`src/hw/rtl/bqc_pkg.sv`:
```
// ---------------------------------------------------------------------------
// Biquad coefficient calculator package
// Shared beat types, fixed constants and small helper functions.
// ---------------------------------------------------------------------------
package bqc_pkg;

  localparam int SR_W   = 18;
  localparam int CUT_W  = 17;
  localparam int QUAL_W = 16;
  localparam int GAIN_W = 16;
  localparam int COEF_W = 32;
  localparam int CX_W   = 34;

  localparam logic [SR_W-1:0]   SR_RESET = 18'd48000;
  localparam logic [31:0]       PI_Q30   = 32'hC90F_DAA2;
  localparam logic [CX_W-1:0]   CORDIC_K = 34'h0_26DD_3B6A;

  typedef struct packed {
    logic              action;
    logic [CUT_W-1:0]  cutoff_hz;
    logic [QUAL_W-1:0] quality;
    logic [GAIN_W-1:0] peak_gain;
  } bqc_in_t;

  typedef struct packed {
    logic signed [COEF_W-1:0] coef_b0;
    logic signed [COEF_W-1:0] coef_b1;
    logic signed [COEF_W-1:0] coef_b2;
    logic signed [COEF_W-1:0] coef_a1;
    logic signed [COEF_W-1:0] coef_a2;
    logic                     clamped;
  } bqc_out_t;

  function automatic logic [31:0] atan_q30(input logic [4:0] idx);
    logic [31:0] val;
    unique case (idx)
      5'd0:    val = 32'h3243_F6A9;
      5'd1:    val = 32'h1DAC_6705;
      5'd2:    val = 32'h0FAD_BAFD;
      5'd3:    val = 32'h07F5_6EA7;
      5'd4:    val = 32'h03FE_AB77;
      5'd5:    val = 32'h01FF_D55C;
      5'd6:    val = 32'h00FF_FAAB;
      5'd7:    val = 32'h007F_FF55;
      5'd8:    val = 32'h003F_FFEB;
      5'd9:    val = 32'h001F_FFFD;
      5'd31:   val = 32'h0000_0000;
      default: val = 32'd1 << (5'd30 - idx);
    endcase
    return val;
  endfunction

  // Returns the overflow flag above the saturated two's complement word.
  function automatic logic [32:0] sat_q(input logic [63:0] mag, input logic neg);
    logic [32:0] res;
    if (neg) begin
      if (mag > 64'h0000_0000_8000_0000) begin
        res = {1'b1, 32'h8000_0000};
      end else begin
        res = {1'b0, 32'(64'd0 - mag)};
      end
    end else begin
      if (mag > 64'h0000_0000_7FFF_FFFF) begin
        res = {1'b1, 32'h7FFF_FFFF};
      end else begin
        res = {1'b0, mag[31:0]};
      end
    end
    return res;
  endfunction

endpackage

```
`src/hw/rtl/bqc_cordic_cell.sv`:
```
// ---------------------------------------------------------------------------
// CORDIC rotation cell
// One micro-rotation of the sine and cosine vector per beat.
// ---------------------------------------------------------------------------
module bqc_cordic_cell
  import bqc_pkg::*;
#(
  parameter int STAGE = 0,
  parameter int TW    = 1
) (
  input  logic                   clk,
  input  logic                   rst_n,
  input  logic                   en,
  input  logic                   vld_i,
  input  logic signed [CX_W-1:0] x_i,
  input  logic signed [CX_W-1:0] y_i,
  input  logic signed [CX_W-1:0] z_i,
  input  logic [TW-1:0]          tag_i,
  output logic                   vld_o,
  output logic signed [CX_W-1:0] x_o,
  output logic signed [CX_W-1:0] y_o,
  output logic signed [CX_W-1:0] z_o,
  output logic [TW-1:0]          tag_o
);

  logic signed [CX_W-1:0] xs, ys, ang;
  logic                   vld_r;
  logic signed [CX_W-1:0] x_r, x_nxt, y_r, y_nxt, z_r, z_nxt;
  logic [TW-1:0]          tag_r;

  always_comb begin
    xs  = x_i >>> STAGE;
    ys  = y_i >>> STAGE;
    ang = $signed({2'b00, atan_q30(5'(STAGE))});
    if (!z_i[CX_W-1]) begin
      x_nxt = x_i - ys;
      y_nxt = y_i + xs;
      z_nxt = z_i - ang;
    end else begin
      x_nxt = x_i + ys;
      y_nxt = y_i - xs;
      z_nxt = z_i + ang;
    end
  end

  always_ff @(posedge clk) begin
    if (!rst_n) begin
      vld_r <= 1'b0;
    end else if (en) begin
      vld_r <= vld_i;
    end
  end

  always_ff @(posedge clk) begin
    if (en) begin
      x_r   <= x_nxt;
      y_r   <= y_nxt;
      z_r   <= z_nxt;
      tag_r <= tag_i;
    end
  end

  assign vld_o = vld_r;
  assign x_o   = x_r;
  assign y_o   = y_r;
  assign z_o   = z_r;
  assign tag_o = tag_r;

endmodule

```
`config.mk`:
```
export PLATFORM = sky130hd
export DESIGN_NAME = bqc_cordic_cell
export DESIGN_NICKNAME = d
export VERILOG_FILES = /design/src/hw/rtl/bqc_pkg.sv /design/src/hw/rtl/bqc_cordic_cell.sv
export SDC_FILE = /design/constraint.sdc
export NUM_CORES = 1
export LEC_CHECK = 0
export BUFFER_PORTS_ARGS = -buffer_cell sky130_fd_sc_hd__buf_2
export CAP_MARGIN = 25
export CORE_ASPECT_RATIO = 1.2
export CORE_MARGIN = 8
export CORE_UTILIZATION = 30
export CTS_CLUSTER_DIAMETER = 100
export CTS_CLUSTER_SIZE = 16
export DETAILED_ROUTE_END_ITERATION = 12
export PLACE_DENSITY = 0.47
export SLEW_MARGIN = 20
export SYNTH_ARGS = -nofsm -noshare
export SYNTH_HDL_FRONTEND = slang
export SYNTH_SLANG_ARGS = --single-unit
```
`constraint.sdc`:
```
create_clock -name clk -period 5.03 [get_ports clk]
set_clock_uncertainty 0.05 [all_clocks]
set_input_delay 0.2515 -clock clk [delete_from_list [all_inputs] [get_ports clk]]
set_output_delay 0.2515 -clock clk [all_outputs]
set_load 0.02 [all_outputs]
```
==> summary.md <==
| Metric | Value |
|---|---|
| Setup-failing EPs final | 0 |
| Via count | 9710 |
| Slew margin rel. | 42.5% |
| Power Dens Cells | between 200 and 300 nW/um2 |
| Flop2flop setup slack | approximately 4.4 ns |
| Die area | between 40000 and 50000 um2 |
| PortBufs | 210 |
| Post-CTS Setup Inserts | 0 |
| Worst skew pair latency | around 0.37 ns |
| Arr. time, crit path | ~3.4 ns |
| Final core occ | about a third |
| Crit share post-route | about 67% |
| Core box area | about 35000 um2 |
| N_diodes | 0 |
| Nets | ~1600 |
| CTS sink cnt | around 100 |
| Post-synth top area share | between 20% and 30% |
| DR pass1 iterations | 6 |
| DR WL/cell | between 15 and 20 um |
| CTS tree | done |
| RSZ-0062 raised after global routing | no |
| Post-synthesis register bit count | just over 100 |
| Largest family of logic cells by synthesized area | compound AO/OA/AOI/OAI gates |
| Worst vdd ir | 0.148 mV |
| Syn_nets | roughly 1500 |
| Share of layout cells above drive strength 1 | just under 20% |
| Synth top cells by count | a21oi_1, ha_1, inv_1 |
| First-pass GRT wire length | approximately 56000 um |
| Initial antenna violation count | 0 |
| Seq/Total Area, Yosys | a little under 30% |
| Min-Delay Path Class | in2reg |
| Die Height | 222 um |
| Cts bufs inserted | 9 |
| Ports | between 200 and 250 |
| Cells after DPL | 1839 |
| DRT Wirelength | 36200 um |
| Mux cell area share after synthesis | under 10% |
| Iter 0 DRT Violations | roughly 700 |
| Cell Count, Final, Fillers Out | 1856 |
| Initial Utilization | a little under a third |
| Count leader, synth | a21oi_1 |
| Synth unique cells | between 80 and 90 |
| CP Capture Point | z_o[32]$_DFFE_PP_ |
| Reg2reg start | vld_o$_SDFFE_PN0P_ |
| Total leakage power | 0.00545 uW |
| Die Wd | approximately 190 um |
| Simple-gate share of the synthesized area | 14.3% |
| Post-synth EDFFs | 102 |
| Vias in the first global route | 10000 |
| H-tree depth | 3 |
| CP required | ~5.1 ns |
| Worst setup EP type | register |
| Yosys warnings | 0 |
| Synth Area in Compound Gates | 24.8% |
| Maximum clock frequency | around 300 MHz |
| P&R area growth vs syn | 16.1% |
| RR Endpoint | vld_o$_SDFFE_PN0P_ |
| Synth Area in XOR/XNOR | ~7.5% |
| CP startpoint | z_i[33] |
| Slew Limit Fails | 0 |
| Asr flop ratio synth | 0% |
| GPL Wtd Cong | approximately 0.9 |
| Synth Area in Adders | roughly 16% |
| DP HPWL | about 29000 um |
| Worst-path fanout max | 32 |
| Detailed-route DRC error count | 0 |
| Post-synthesis cell area | 10600 um2 |
| FP Rows | 75 |
| Worst R2R Path Depth | 2 |
| Largest net degree at the start of global routing | 70 |
| Post-Synthesis Cells | around 1200 |
| DRT antenna net count | 0 |
| Vias per inst | 5.23 |
| Ys flop type | edfxtp_1 |
| Post-layout min period | 3.35 ns |
| Run status | finished, final reports clean |
| Tightest Pin Transition | 0.862 ns |
| Clock tree buffer depth | 2 |
| Root buffer cell | clkbuf_16 |
| CP Class | in2reg |
| Largest cells by area after synthesis | edfxtp_1, ha_1, a21oi_1, xnor2_1, inv_1 |
| Area leader, netlist | edfxtp_1 |
| Final TNS setup | 0 ns |
| Mean area per synthesized cell | a little under 9 um2 |
| Fill count | 3712 |
| GRT Resource Usage Total | between 10% and 20% |
| Endpoints failing hold | 0 |
| Crit start category | primary input |
| Clk pin slew, worst setup/hold paths | roughly 0.08 ns |
| Remaining global-route overflow | 0 |
| Max-cap viol count | 0 |
per-stage QoR:
stage               cell area [um2]  total power (uW)  hold slack (ns)  setup slack (ns)
CTS                           12300              3380           0.0270              1.67
detailed placement            12000              2640            0.380              1.26
floorplan                     10600              2160            0.300              1.48
global route                  12300              3540           0.0415              1.42
global placement              12000              2640            0.378              1.31
finish                        12300              3340           0.0434              1.68
placed cells by master, fill, tap and decap left out, drive strengths merged, types with 18 or more instances in the layout:
cell type	Yosys	routed
a21o	39	39
a21oi	139	139
o21bai	27	27
nor2b	18	18
nor3	35	35
nand3	23	23
ha	132	132
xnor2	72	72
nor2	102	102
xor2	19	19
edfxtp	102	102
buf	27	213
nand2	54	54
inv	117	120
o21ai	79	79
sequential cells by signal, indices dropped and copies added, names as in the netlist:
| signal | cells |
|---|---|
| y_o | 33 |
| x_o | 34 |
| z_o | 34 |
| vld_o | 1 |
| tag_o | 1 |
critical path: stages:
cell	delay [ns]
buf_4	0.23
inv_2	0.61
ha_1	0.41
and2b_1	0.19
o31ai_2	0.28
a21oi_2	0.13
a41oi_2	0.32
o221ai_2	0.23
o21a_1	0.25
o221ai_2	0.22
mux2i_1	0.21
nand3_1	0.08
cells by family after synthesis:
family,Yosys count
fa+ha+maj,136
mux,17
buf+inv,166
compound gates,396
xor+xnor,91
flops,103
simple gates,302
area by class of cell:
type                    count  area (um2)  area share [%]
inverters                 119         447            3.63
flip-flops and latches    103        3080            25.0
clock buffers               9         225            1.83
repair buffers            214        1090            8.84
clock inverters             7        52.6           0.427
well taps                 462         578            4.69
multi-input cells         942        6840            55.5
per-layer routing:
metal	global-route usage, %	up-vias	wire (um)
met3	3.15	43	1790
met4	5.39	0	791
met5	0	-	0
met1	20.5	4634	16100
li1	-	4739	-
met2	29.5	294	17500
timing repair:
item | CTS | global route
hold buffers | 1 | 0
resized for setup | 0 | 0
endpoints found under the hold margin | 1 | 0
worst min-delay path by stage:
stage | start | endpoint | slack, ns | cells after the start
after detailed placement | tag_i | tag_o$_DFFE_PP_ | 0.38 | 1
after global placement | tag_i | tag_o$_DFFE_PP_ | 0.38 | 1
final | rst_n | vld_o$_SDFFE_PN0P_ | 0.04 | 2
after floorplan | tag_i | tag_o$_DFFE_PP_ | 0.30 | 0
after CTS | rst_n | vld_o$_SDFFE_PN0P_ | 0.03 | 2
after global routing | rst_n | vld_o$_SDFFE_PN0P_ | 0.04 | 2
power breakdown:
group	internal, uW	switching [uW]	total (uW)
clock network	342	375	717
logic	506	937	1440
registers	1140	37.5	1180
No activity file was read; power rests on OpenSTA's default activity.
