--- src/hw/rtl/bqc_pkg.sv ---
// ---------------------------------------------------------------------------
// Biquad coefficient calculator package
// Shared beat types, fixed constants and small helper functions.
// ---------------------------------------------------------------------------
package bqc_pkg;

  localparam int SR_W   = 18;
  localparam int CUT_W  = 17;
  localparam int QUAL_W = 16;
  localparam int GAIN_W = 16;
  localparam int COEF_W = 32;
  localparam int CX_W   = 34;

  localparam logic [SR_W-1:0]   SR_RESET = 18'd48000;
  localparam logic [31:0]       PI_Q30   = 32'hC90F_DAA2;
  localparam logic [CX_W-1:0]   CORDIC_K = 34'h0_26DD_3B6A;

  typedef struct packed {
    logic              action;
    logic [CUT_W-1:0]  cutoff_hz;
    logic [QUAL_W-1:0] quality;
    logic [GAIN_W-1:0] peak_gain;
  } bqc_in_t;

  typedef struct packed {
    logic signed [COEF_W-1:0] coef_b0;
    logic signed [COEF_W-1:0] coef_b1;
    logic signed [COEF_W-1:0] coef_b2;
    logic signed [COEF_W-1:0] coef_a1;
    logic signed [COEF_W-1:0] coef_a2;
    logic                     clamped;
  } bqc_out_t;

  function automatic logic [31:0] atan_q30(input logic [4:0] idx);
    logic [31:0] val;
    unique case (idx)
      5'd0:    val = 32'h3243_F6A9;
      5'd1:    val = 32'h1DAC_6705;
      5'd2:    val = 32'h0FAD_BAFD;
      5'd3:    val = 32'h07F5_6EA7;
      5'd4:    val = 32'h03FE_AB77;
      5'd5:    val = 32'h01FF_D55C;
      5'd6:    val = 32'h00FF_FAAB;
      5'd7:    val = 32'h007F_FF55;
      5'd8:    val = 32'h003F_FFEB;
      5'd9:    val = 32'h001F_FFFD;
      5'd31:   val = 32'h0000_0000;
      default: val = 32'd1 << (5'd30 - idx);
    endcase
    return val;
  endfunction

  // Returns the overflow flag above the saturated two's complement word.
  function automatic logic [32:0] sat_q(input logic [63:0] mag, input logic neg);
    logic [32:0] res;
    if (neg) begin
      if (mag > 64'h0000_0000_8000_0000) begin
        res = {1'b1, 32'h8000_0000};
      end else begin
        res = {1'b0, 32'(64'd0 - mag)};
      end
    end else begin
      if (mag > 64'h0000_0000_7FFF_FFFF) begin
        res = {1'b1, 32'h7FFF_FFFF};
      end else begin
        res = {1'b0, mag[31:0]};
      end
    end
    return res;
  endfunction

endpackage

--- src/hw/rtl/bqc_div_cell.sv ---
// ---------------------------------------------------------------------------
// Restoring division cell
// Produces one quotient bit per beat and hands the partial remainder on.
// ---------------------------------------------------------------------------
module bqc_div_cell
  import bqc_pkg::*;
#(
  parameter int DW = 18,
  parameter int QW = 32,
  parameter int TW = 1
) (
  input  logic          clk,
  input  logic          rst_n,
  input  logic          en,
  input  logic          vld_i,
  input  logic [DW:0]   rem_i,
  input  logic [DW-1:0] dvs_i,
  input  logic [QW-1:0] quo_i,
  input  logic [TW-1:0] tag_i,
  output logic          vld_o,
  output logic [DW:0]   rem_o,
  output logic [DW-1:0] dvs_o,
  output logic [QW-1:0] quo_o,
  output logic [TW-1:0] tag_o
);

  logic          ge;
  logic [DW:0]   diff;
  logic          vld_r;
  logic [DW:0]   rem_r,  rem_nxt;
  logic [DW-1:0] dvs_r;
  logic [QW-1:0] quo_r,  quo_nxt;
  logic [TW-1:0] tag_r;

  always_comb begin
    ge      = rem_i >= {1'b0, dvs_i};
    diff    = ge ? (rem_i - {1'b0, dvs_i}) : rem_i;
    rem_nxt = {diff[DW-1:0], 1'b0};
    quo_nxt = {quo_i[QW-2:0], ge};
  end

  always_ff @(posedge clk) begin
    if (!rst_n) begin
      vld_r <= 1'b0;
    end else if (en) begin
      vld_r <= vld_i;
    end
  end

  always_ff @(posedge clk) begin
    if (en) begin
      rem_r <= rem_nxt;
      dvs_r <= dvs_i;
      quo_r <= quo_nxt;
      tag_r <= tag_i;
    end
  end

  assign vld_o = vld_r;
  assign rem_o = rem_r;
  assign dvs_o = dvs_r;
  assign quo_o = quo_r;
  assign tag_o = tag_r;

endmodule

--- src/hw/rtl/bqc_div_chain.sv ---
// ---------------------------------------------------------------------------
// Division chain
// A row of division cells giving floor(rem * 2^(QW-1) / dvs), rem < 2*dvs.
// ---------------------------------------------------------------------------
module bqc_div_chain
  import bqc_pkg::*;
#(
  parameter int DW = 18,
  parameter int QW = 32,
  parameter int TW = 1
) (
  input  logic          clk,
  input  logic          rst_n,
  input  logic          en,
  input  logic          vld_i,
  input  logic [DW:0]   rem_i,
  input  logic [DW-1:0] dvs_i,
  input  logic [TW-1:0] tag_i,
  output logic          vld_o,
  output logic [QW-1:0] quo_o,
  output logic [TW-1:0] tag_o
);

  logic          vld_w [0:QW];
  logic [DW:0]   rem_w [0:QW];
  logic [DW-1:0] dvs_w [0:QW];
  logic [QW-1:0] quo_w [0:QW];
  logic [TW-1:0] tag_w [0:QW];

  assign vld_w[0] = vld_i;
  assign rem_w[0] = rem_i;
  assign dvs_w[0] = dvs_i;
  assign quo_w[0] = '0;
  assign tag_w[0] = tag_i;

  for (genvar k = 0; k < QW; k++) begin : g_cell
    bqc_div_cell #(.DW(DW), .QW(QW), .TW(TW)) u_cell (
      .clk   (clk),
      .rst_n (rst_n),
      .en    (en),
      .vld_i (vld_w[k]),
      .rem_i (rem_w[k]),
      .dvs_i (dvs_w[k]),
      .quo_i (quo_w[k]),
      .tag_i (tag_w[k]),
      .vld_o (vld_w[k+1]),
      .rem_o (rem_w[k+1]),
      .dvs_o (dvs_w[k+1]),
      .quo_o (quo_w[k+1]),
      .tag_o (tag_w[k+1])
    );
  end

  assign vld_o = vld_w[QW];
  assign quo_o = quo_w[QW];
  assign tag_o = tag_w[QW];

endmodule

--- config.mk ---
export PLATFORM = sky130hd
export DESIGN_NAME = bqc_div_chain
export DESIGN_NICKNAME = d
export VERILOG_FILES = /design/src/hw/rtl/bqc_pkg.sv /design/src/hw/rtl/bqc_div_cell.sv /design/src/hw/rtl/bqc_div_chain.sv
export SDC_FILE = /design/constraint.sdc
export NUM_CORES = 2
export LEC_CHECK = 0
export ABC_CLOCK_PERIOD_IN_PS = 4170
export BUFFER_PORTS_ARGS = -buffer_cell sky130_fd_sc_hd__buf_2
export CORE_MARGIN = 5
export CORE_UTILIZATION = 40
export CTS_CLUSTER_DIAMETER = 100
export CTS_CLUSTER_SIZE = 28
export DETAILED_ROUTE_END_ITERATION = 16
export GPL_TIMING_DRIVEN = 0
export PLACE_DENSITY_LB_ADDON = 0.08
export SKIP_CTS_REPAIR_TIMING = 1
export SLEW_MARGIN = 20
export SYNTH_ARGS = -nofsm -noshare
export SYNTH_HDL_FRONTEND = slang
export SYNTH_SLANG_ARGS = --single-unit
--- constraint.sdc ---
create_clock -name clk -period 4.17 [get_ports clk]
set_input_delay 0.834 -clock clk [delete_from_list [all_inputs] [get_ports clk]]
set_output_delay 0.834 -clock clk [all_outputs]
set_load 0.02 [all_outputs]
==> impl_metrics.ini <==
[global_routing]
grt_pass1_wl_um = 297000
grt_max_degree = 145
grt_util_all_layers = 0.1608
gr-total-overflow = 0
antenna_found_initial = 2
first_global_vias = 51860

[floorplan]
die_h_um = 481.1
core_region_area_sq_um = 221700
start_util = 0.4006
die_area_sq_um = 231500
num_io_pins = 76
num_rows = 173
die-width_um = 481.1

[power_and_ir_drop]
power_frac_seq = 0.376
switching_power_w = 0.02628
p_leak_nw = 37.38
p_int_w = 0.04500
total_power_w = 0.07129
p_clk_frac = 0.152
peakVddDrop_uv = 356.8
p_sw_frac = 0.3687
pwr_density_cell_nw_per_um2 = 739.1
combPwrFrac = 0.472

[cts]
root_buffer = clkbuf_16
cts-buffers-inserted = 90
clk_pin_slew_ns = 0.10
insertion_delay_ns = 0.77
clk_path_buf_depth = 3
cts.sinks = 1708
cts_htree_levels = 3
cts_tree = built

[worst_setup_path]
cp_slowest_cell = a2111oi_0
critical_path.top_delay_family = compound AO/OA/AOI/OAI gates
critPathKind = flip-flop to flip-flop
worst_setup_path_start_kind = flip-flop
critPathMaxFanout = 4
crit_path_end_kind = flip-flop
arrival_ns = 4.25
path_cells = inv_1, fa_1, a21o_1, a2111oi_0, o31ai_1, a21oi_1, o21ai_0, xor2_1, mux2_1
required_ns = 4.68
crit_path_max_incr_delay_ns = 1.03
cp.buffers_inverters = 1

[cells_and_area]
area_growth_pct = 8.628
fin_cells = 10170
drive_gt1_frac = 0.1180
fill_cells = 20390
fin_area_sq_um = 96450
nets = 7763

[place]
numPlacedInstances = 9998
placed_area_sq_um = 93260
place_hpwl_um = 140900
io_buffers = 75
gp_congestion = 0.8674
pre_cts_slack_ns = -0.2016

[yosys]
ys_seq_area_frac = 0.5740
ys_types = 114
synth_area_leader_cell = edfxtp_1
syn_nets = 7583
synth_warnings = 0
async_flop_share = 0
synth_cells = 6935
synth_area_sq_um = 88790
synth_edf_count = 1676
ys_top_cells_by_area = edfxtp_1, ha_1, mux2_2, inv_1, xnor2_1
synth.most_common_cell = edfxtp_1
synthTopCellsByCount = edfxtp_1, inv_1, ha_1
ys_ff_latch = 1708
syn_area_per_cell_sq_um = 12.80
ys.flop_type = edfxtp_1
yosys.area.top_type_share = 0.5668

[sta]
min_period_ns = 3.738
drv_slew = 0
rsz0062_at_grt = no
worstMarginPinSlew_ns = 1.218
setup_viol = 0
fin_crit_sh = 0.8964
layout_setup_ws_ns = 0.4320
hold_viol_final = 0
skew_ns = 0.04076
max-slew-margin-rel = 0.1669
fmax_ghz = 0.2675
whs_ns = 0.2562

[drt]
wl_per_cell_um = 18.64
ant_nets = 0
drc_errors = 0
wl_um = 189400
routed_via_density = 5.208
via_count = 52940
drt_pass1_iterations = 6
first_iter_violations = 3671

[run_status]
status = finished, final reports clean

[hold_path]
min_path_type = primary input to flip-flop

[job]
cap_violations = 0
## layout make-up
class	instances	area [sq um]	share of cell area
flip-flops and latches	1708	50970	0.5284
diodes	2	5.005	0.00005189
plain buffers	102	673.1	0.006979
multi-input cells	4405	34450	0.3572
inverters	720	2703	0.02802
clock inverters	57	840.8	0.008718
well taps	2975	3722	0.03859
repair buffers	88	748.2	0.007758
clock buffers	108	2341	0.02427
## per-stage QoR
| step | setup TNS, ns | util |
|---|---|---|
| floorplan | 0 | - |
| global placement | - | 0.4191 |
| detailed placement | -5.441 | 0.4207 |
| CTS | 0 | 0.4351 |
| global route | 0 | 0.4351 |
| finish | 0 | 0.4351 |
## per-layer routing
metal / part of all wire / GRT usage / wire length, um / vias up
met3: 0.032 / 0.01981 / 6112 / 210
met4: 0.024 / 0.03843 / 4584 / 0
met5: 0 / 0 / 0 / -
met1: 0.46 / 0.2220 / 87880 / 25750
met2: 0.48 / 0.2709 / 90860 / 808
li1: - / - / - / 26170
## logic make-up after synthesis
| logic type | after synthesis | share of synthesized area |
|---|---|---|
| flip-flops | 1708 | 0.5740 |
| AO/OA/AOI/OAI | 1565 | 0.1183 |
| AND/OR/NAND/NOR | 1350 | 0.07815 |
| buffers and inverters | 822 | 0.03802 |
| adder cells (fa/ha/maj) | 606 | 0.08802 |
| multiplexers | 496 | 0.06522 |
| XOR/XNOR | 388 | 0.03827 |
## final timing paths
kind	from	endpoint	slack, ns	cells past startpoint
setup / recovery	g_cell[26].u_cell.dvs_o[0]$_DFFE_PP_	g_cell[27].u_cell.rem_o[17]$_DFFE_PP_	0.43	9
hold / removal	dvs_i[16]	g_cell[0].u_cell.dvs_o[16]$_DFFE_PP_	0.26	1
setup reg to reg	g_cell[26].u_cell.dvs_o[0]$_DFFE_PP_	g_cell[27].u_cell.rem_o[17]$_DFFE_PP_	0.43	9
hold reg to reg	g_cell[10].u_cell.quo_o[5]$_DFFE_PP_	g_cell[11].u_cell.quo_o[6]$_DFFE_PP_	0.39	0
## power by group through the flow
stage / logic, W / registers [W] / clock network, W
6_report: 0.0336 / 0.0268 / 0.0108
5_1_grt: 0.0372 / 0.0272 / 0.0120
4_1_cts: 0.0338 / 0.0270 / 0.0114
3_5_place_dp: 0.0335 / 0.0273 / 0
3_3_place_gp: 0.0332 / 0.0283 / 0
2_1_floorplan: 0.0260 / 0.0260 / 0
## sequential cells by signal, summed over array words and instances, names as in the netlist
signal,count
g_cell.u_cell.rem_o,558
g_cell.u_cell.vld_o,32
g_cell.u_cell.quo_o,528
g_cell.u_cell.dvs_o,558
g_cell.u_cell.tag_o,32
## cells in the final DEF (no fill, tap or decap), types with 27 or more instances in the layout
cell / n
o21ai_0: 320
and3_1: 37
xnor2_1: 260
and2_1: 36
nand2_1: 279
xor2_1: 128
mux2_4: 72
dfxtp_1: 32
clkbuf_1: 69
clkbuf_16: 91
o21a_1: 132
o211ai_1: 40
or3_1: 45
buf_2: 84
mux2_2: 346
inv_1: 718
nand2b_1: 63
a31oi_1: 51
a211o_1: 28
a21o_1: 178
o21bai_1: 68
ha_1: 575
nor2b_1: 106
o31ai_1: 36
a21oi_1: 371
nor3_1: 102
edfxtp_1: 1676
fa_1: 31
nand4_1: 76
or2_2: 27
nand3_1: 88
nor2_1: 353
mux2i_1: 52
a211oi_1: 69
(Power assumes the default switching activity.)
